[src/rtl/core/sor_pkg.sv]
// ----------------------------------------------------------------------------
// sor_pkg
// Shared types and constants of the segment overlap rasterizer: grid size,
// field widths, the input and result words and the internal status structs.
// ----------------------------------------------------------------------------
package sor_pkg;

  // grid geometry
  localparam int GridSide   = 1024;
  localparam int CellCount  = GridSide * GridSide;
  localparam int CellAddrW  = $clog2(CellCount);

  // field widths
  localparam int CoordW     = 10;
  localparam int CoverW     = 2;
  localparam int TotalW     = 21;

  // compare width wide enough for both a coordinate and the grid side
  localparam int CoordCmpW  = ((CoordW > $clog2(GridSide)) ? CoordW : $clog2(GridSide)) + 1;

  localparam logic [CoverW-1:0] CoverMax = {CoverW{1'b1}};
  localparam logic [CoverW-1:0] CoverOne = CoverW'(1);
  localparam logic [TotalW-1:0] TotalMax = {TotalW{1'b1}};

  // action codes
  localparam logic ActDraw  = 1'b0;
  localparam logic ActClear = 1'b1;

  // input word
  typedef struct packed {
    logic              action;
    logic [CoordW-1:0] start_x;
    logic [CoordW-1:0] start_y;
    logic [CoordW-1:0] end_x;
    logic [CoordW-1:0] end_y;
  } sor_in_t;

  // result word
  typedef struct packed {
    logic [TotalW-1:0] overlap_cells;
    logic              rejected;
  } sor_out_t;

  // current cell of the segment walker
  typedef struct packed {
    logic [CellAddrW-1:0] addr;
    logic                 last;
  } sor_walk_t;

  // status of the grid read-modify-write path
  typedef struct packed {
    logic wb_pending;
    logic hit_two;
  } sor_grid_stat_t;

endpackage

[src/rtl/core/sor_seg_walk.sv]
// ----------------------------------------------------------------------------
// sor_seg_walk
// Checks a segment for slope and range and steps along its cells, one cell
// per advance, giving the linear grid address of the current cell.
// ----------------------------------------------------------------------------
module sor_seg_walk (
  input  logic               clk_i,
  input  logic               rst_ni,
  input  logic               load_i,
  input  logic               adv_i,
  input  sor_pkg::sor_in_t   seg_i,
  output logic               rejected_o,
  output sor_pkg::sor_walk_t cell_o
);

  logic [sor_pkg::CoordW-1:0] dx;
  logic [sor_pkg::CoordW-1:0] dy;
  logic [sor_pkg::CoordW-1:0] steps;
  logic                       off_grid;
  logic                       bad_slope;

  logic [sor_pkg::CoordW-1:0] x_q, y_q, remain_q;
  logic                       x_inc_q, x_dec_q, y_inc_q, y_dec_q;

  // distances, step count and acceptance of the segment
  always_comb begin
    dx = (seg_i.start_x > seg_i.end_x) ? (seg_i.start_x - seg_i.end_x)
                                       : (seg_i.end_x - seg_i.start_x);
    dy = (seg_i.start_y > seg_i.end_y) ? (seg_i.start_y - seg_i.end_y)
                                       : (seg_i.end_y - seg_i.start_y);
    steps = (dx > dy) ? dx : dy;
    off_grid =
      (sor_pkg::CoordCmpW'(seg_i.start_x) >= sor_pkg::CoordCmpW'(sor_pkg::GridSide)) ||
      (sor_pkg::CoordCmpW'(seg_i.start_y) >= sor_pkg::CoordCmpW'(sor_pkg::GridSide)) ||
      (sor_pkg::CoordCmpW'(seg_i.end_x)   >= sor_pkg::CoordCmpW'(sor_pkg::GridSide)) ||
      (sor_pkg::CoordCmpW'(seg_i.end_y)   >= sor_pkg::CoordCmpW'(sor_pkg::GridSide));
    bad_slope = !((dx == '0) || (dy == '0) || (dx == dy));
    rejected_o = off_grid || bad_slope;
  end

  // walk position and direction
  always_ff @(posedge clk_i or negedge rst_ni) begin
    if (!rst_ni) begin
      remain_q <= '0;
      x_inc_q  <= 1'b0;
      x_dec_q  <= 1'b0;
      y_inc_q  <= 1'b0;
      y_dec_q  <= 1'b0;
    end else if (load_i) begin
      remain_q <= steps;
      x_inc_q  <= seg_i.start_x < seg_i.end_x;
      x_dec_q  <= seg_i.start_x > seg_i.end_x;
      y_inc_q  <= seg_i.start_y < seg_i.end_y;
      y_dec_q  <= seg_i.start_y > seg_i.end_y;
    end else if (adv_i && remain_q != '0) begin
      remain_q <= remain_q - sor_pkg::CoordW'(1);
    end
  end

  // coordinates carry no reset
  always_ff @(posedge clk_i) begin
    if (load_i) begin
      x_q <= seg_i.start_x;
      y_q <= seg_i.start_y;
    end else if (adv_i) begin
      if (x_inc_q) begin
        x_q <= x_q + sor_pkg::CoordW'(1);
      end else if (x_dec_q) begin
        x_q <= x_q - sor_pkg::CoordW'(1);
      end
      if (y_inc_q) begin
        y_q <= y_q + sor_pkg::CoordW'(1);
      end else if (y_dec_q) begin
        y_q <= y_q - sor_pkg::CoordW'(1);
      end
    end
  end

  // linear cell address, row major
  always_comb begin
    cell_o.addr = sor_pkg::CellAddrW'(y_q) * sor_pkg::CellAddrW'(sor_pkg::GridSide) +
                  sor_pkg::CellAddrW'(x_q);
    cell_o.last = (remain_q == '0);
  end

endmodule

[config.mk]
export PLATFORM = sky130hd
export DESIGN_NAME = sor_seg_walk
export DESIGN_NICKNAME = d
export VERILOG_FILES = /design/src/rtl/core/sor_pkg.sv /design/src/rtl/core/sor_seg_walk.sv
export SDC_FILE = /design/constraint.sdc
export NUM_CORES = 1
export LEC_CHECK = 0
export ABC_AREA = 1
export CAP_MARGIN = 20
export CORE_ASPECT_RATIO = 1.25
export CORE_UTILIZATION = 40
export CTS_BUF_LIST = sky130_fd_sc_hd__clkbuf_16
export CTS_CLUSTER_DIAMETER = 150
export DETAILED_ROUTE_END_ITERATION = 16
export DONT_BUFFER_PORTS = 1
export GPL_ROUTABILITY_DRIVEN = 0
export HOLD_SLACK_MARGIN = 0.03
export SYNTH_ARGS = -nofsm -noshare
export SYNTH_HDL_FRONTEND = slang
export SYNTH_SLANG_ARGS = --single-unit
[constraint.sdc]
create_clock -name clk_i -period 2.3 [get_ports clk_i]
set_clock_uncertainty 0.1 [all_clocks]
set_input_delay 0.23 -clock clk_i [delete_from_list [all_inputs] [get_ports clk_i]]
set_output_delay 0.23 -clock clk_i [all_outputs]
set_load 0.05 [all_outputs]
==> run summary <==
Post-Layout Cell Count: 1166
largest net degree at the start of global routing: 23
cell internal pwr: 0.00271 W
CTS tree: done
Clk Latency, worst-skew pair: 0.28 ns
first-pass detailed-route iteration total: 5
Clock power frac: 12.8%
Worst Max-Slew Pin Slew: 1.05 ns
post-synthesis cell area: 0.00521 mm²
first-pass GRT wire length: 25200 µm
Synth async-reset ratio: 41.2%
area delta synth->final: 48.0%
Avg Inst Size Synth: 6.22 µm²
number of DRC markers in iteration 0: 240
relative slew slack: 29.9%
startpoint types: input pin
max_cap viols: 0
critical path class: input pin to flop
Reg2Reg Launch Point: y_inc_q
cell area power density: 657 mW/mm²
Reg power frac: 19.5%
Placed Cells: 1125
Longest Clk Path Bufs: 2
syn_nets: 954
Syn. warnings: 0
GRT Util Overall: 22.9%
wl on met1: 7260 µm
metal2 WL: 7680 µm
Row Count: 46
Top Ports: 67
total die area: 0.0135 mm²
# diodes: 0
Switching Fraction: 46.5%
CP max stage cell: fa_2
H-tree depth: 2
Avg WL per Cell: 13.4 µm
crit-path max cell delay: 0.41 ns
final worst-path cycle share: 116%
Initial Util: 41.0%
Setup crit end kind: flop
Yosys cell types: 40
vias in the first global route: 5534
Clk pin slew, worst setup/hold paths: 0.06 ns
count of final max-slew check failures: 0
number of I/O port buffers: 0
Min-Delay Path Class: input pin to flop
DR top layer: met4
register area share after synthesis: 18.2%
CTS buffer count: 5
Worst EP required: 2.37 ns
min-delay src: load_i
DR vias/cell: 4.96
CP Max Fanout: 6
post-synthesis register bit count: 34
final hold violation count: 0
Top FF cell, synth: edfxtp_1
LEAKAGE: 3.97 nW
Finish-stage setup viols: 11
final worst slack: -0.373 ns
NetSw: 0.00236 W
Gate Count Post-Synth: 838
most frequent CP cell: nand2_1
gr ovfl total: 0
CP Cell Sequence: clkinv_8 > ha_4 > inv_4 > fa_2 > nand3_2 > nand3_2 > nand2_2 > nand2_1 > nand2_1 > nand2_2 > inv_2 > nor2_4 > nor2_4 > ha_4 > nand2_4 > nor2_4 > buf_6 > o211ai_1 > nand3_2 > nand2_8 > buf_6 > nand2_1 > nand2_1 > a21oi_2
Final HPWL DP: 11800 µm
RSZ-0062 raised after global routing: yes
Vert. Die Dim: 130 µm
Post-DRT Antenna Nets: 0
DRT Wirelength: 15600 µm
CTS root buf: clkbuf_16
Fin Setup TNS: -3.69 ns
outcome: finished, violations left
EDFF count, synth: 20
DR vias: 5784
met3 routed WL: 422 µm
Power, Total: 0.00507 W
Peak Freq: 374 MHz
Die W: 104 µm
CORE AREA: 0.0127 mm²
post-layout min period: 2.67 ns
Max IR drop VDD: 0.588 mV
Critical Path Source: seg_i[30]
fraction of layout cells with a size suffix above 1: 37.0%
initial antenna violation count: 0
CTS sink count: 34
DRC viols: 0
Combinational Power Share: 67.7%
failing checks: negative setup slack
Worst EP arrival: 2.74 ns
Final nets: 1114
## cells in the final DEF, fill, tap and decap left out, types with 5 or more instances in the layout
cell type,n
a21oi_2,12
dfrtp_1,14
xnor2_1,5
buf_4,149
nor2_2,5
nand3_4,5
ha_4,28
a21oi_1,38
clkbuf_16,5
inv_2,23
inv_4,5
nand3_2,20
nand2_2,48
o21ai_0,27
buf_6,10
xor2_1,9
nand2_1,210
or2_2,6
edfxtp_1,20
nor2_4,12
nand2_4,13
o21ai_1,5
nand4_1,13
o22ai_1,5
nor2_1,47
ha_1,36
o211ai_1,6
nand3_1,59
inv_1,120
## synth_stat cells (3+ instances only)
cell | count | area, µm²
xnor2_1 | 5 | 43.8
o21ai_2 | 3 | 26.3
xor2_1 | 10 | 87.6
edfxtp_1 | 20 | 601
or2_2 | 6 | 37.5
o21ai_0 | 31 | 155
nand4_1 | 13 | 81.3
a21oi_1 | 50 | 250
ha_1 | 65 | 813
a22oi_1 | 3 | 22.5
dfrtp_1 | 14 | 350
fa_1 | 6 | 120
nor2_2 | 4 | 25.0
clkbuf_1 | 7 | 26.3
nand3_1 | 79 | 395
nand3_2 | 4 | 40.0
nand2_2 | 13 | 81.3
inv_1 | 147 | 552
inv_2 | 4 | 15.0
nor3_1 | 3 | 15.0
o21ai_1 | 3 | 15.0
o211ai_1 | 6 | 45.0
o22ai_1 | 5 | 31.3
nor2_1 | 58 | 218
nand2_1 | 257 | 965
## flip-flops by register name, summed over array words and instances, names as in the netlist
register	count
y_inc_q	1
y_dec_q	1
y_q	10
remain_q	10
x_inc_q	1
x_q	10
x_dec_q	1
## cells by family after synthesis
group,Yosys count,synth area share (%)
flip-flops,34,18.2
AND/OR/NAND/NOR,445,37.4
buffers and inverters,164,12.3
AO/OA/AOI/OAI,109,11.7
adder cells (fa/ha/maj),71,17.9
XOR/XNOR,15,2.52
## per-layer routing
| metal | GRT usage (%) | up-vias |
|---|---|---|
| li1 | - | 3006 |
| met1 | 29.6 | 2663 |
| met3 | 2.31 | 23 |
| met4 | 6.13 | 0 |
| met5 | 0 | - |
| met2 | 40.6 | 92 |
## repair_timing
| item | in CTS | in global routing |
|---|---|---|
| setup buffers | 23 | 6 |
| hold buffers | 2 | 1 |
| gates cloned | 1 | 1 |
| resized for setup | 92 | 87 |
| endpoints found under the hold margin | 19 | 1 |
| setup endpoints to repair | 11 | 15 |
| pin swaps | 56 | 50 |
## path summary, 6_finish.rpt
| path | to | cells past startpoint | slack (ns) |
|---|---|---|---|
| max | remain_q[7] | 24 | -0.37 |
| min | x_q[9] | 2 | 0.03 |
| max reg2reg | y_q[9] | 9 | 0.18 |
| min reg2reg | y_dec_q | 2 | 0.39 |
| max in group asynchronous | y_dec_q | 1 | 1.34 |
| min in group asynchronous | remain_q[9] | 1 | 0.32 |
## power by group through the flow
stage	combinational [W]	sequential [W]	clock [W]
floorplan	0.00174	0.00124	0
global placement	0.00275	0.000998	0
detailed placement	0.00277	0.00100	0
CTS	0.00308	0.000990	0.000662
global route	0.00379	0.00101	0.000682
finish	0.00343	0.000990	0.000647
## worst max-delay path: cells and delay by family
kind | cells | cell delay [ns]
AOI/OAI and AO/OA | 2 | 0.16
adders and majority gates | 3 | 0.75
buffers and inverters | 5 | 0.36
and+or+nand+nor | 14 | 1.23
## final cells by class
| type | count | area (µm²) |
|---|---|---|
| clock buffer | 5 | 125 |
| timing repair buffer | 164 | 1300 |
| timing repair inverter | 1 | 6.26 |
| clock inverter | 2 | 10.0 |
| fill | 1175 | 5010 |
| inverter | 151 | 622 |
| tap | 168 | 210 |
| sequential | 34 | 951 |
| multi-input combinational | 641 | 4490 |
## stage by stage
step / hold slack, ns / worst slack [ns] / utilization [%] / instance area [µm²]
2_1_floorplan: -0.166 / -0.563 / - / 5520
3_3_place_gp: -0.165 / -0.721 / 52.3 / 6650
3_5_place_dp: -0.165 / -0.751 / 52.3 / 6650
4_1_cts: 0.0323 / -0.329 / 57.7 / 7330
5_1_grt: 0.0586 / -0.501 / 60.6 / 7710
6_report: 0.0341 / -0.373 / 60.6 / 7710
(Power assumes the default switching activity.)
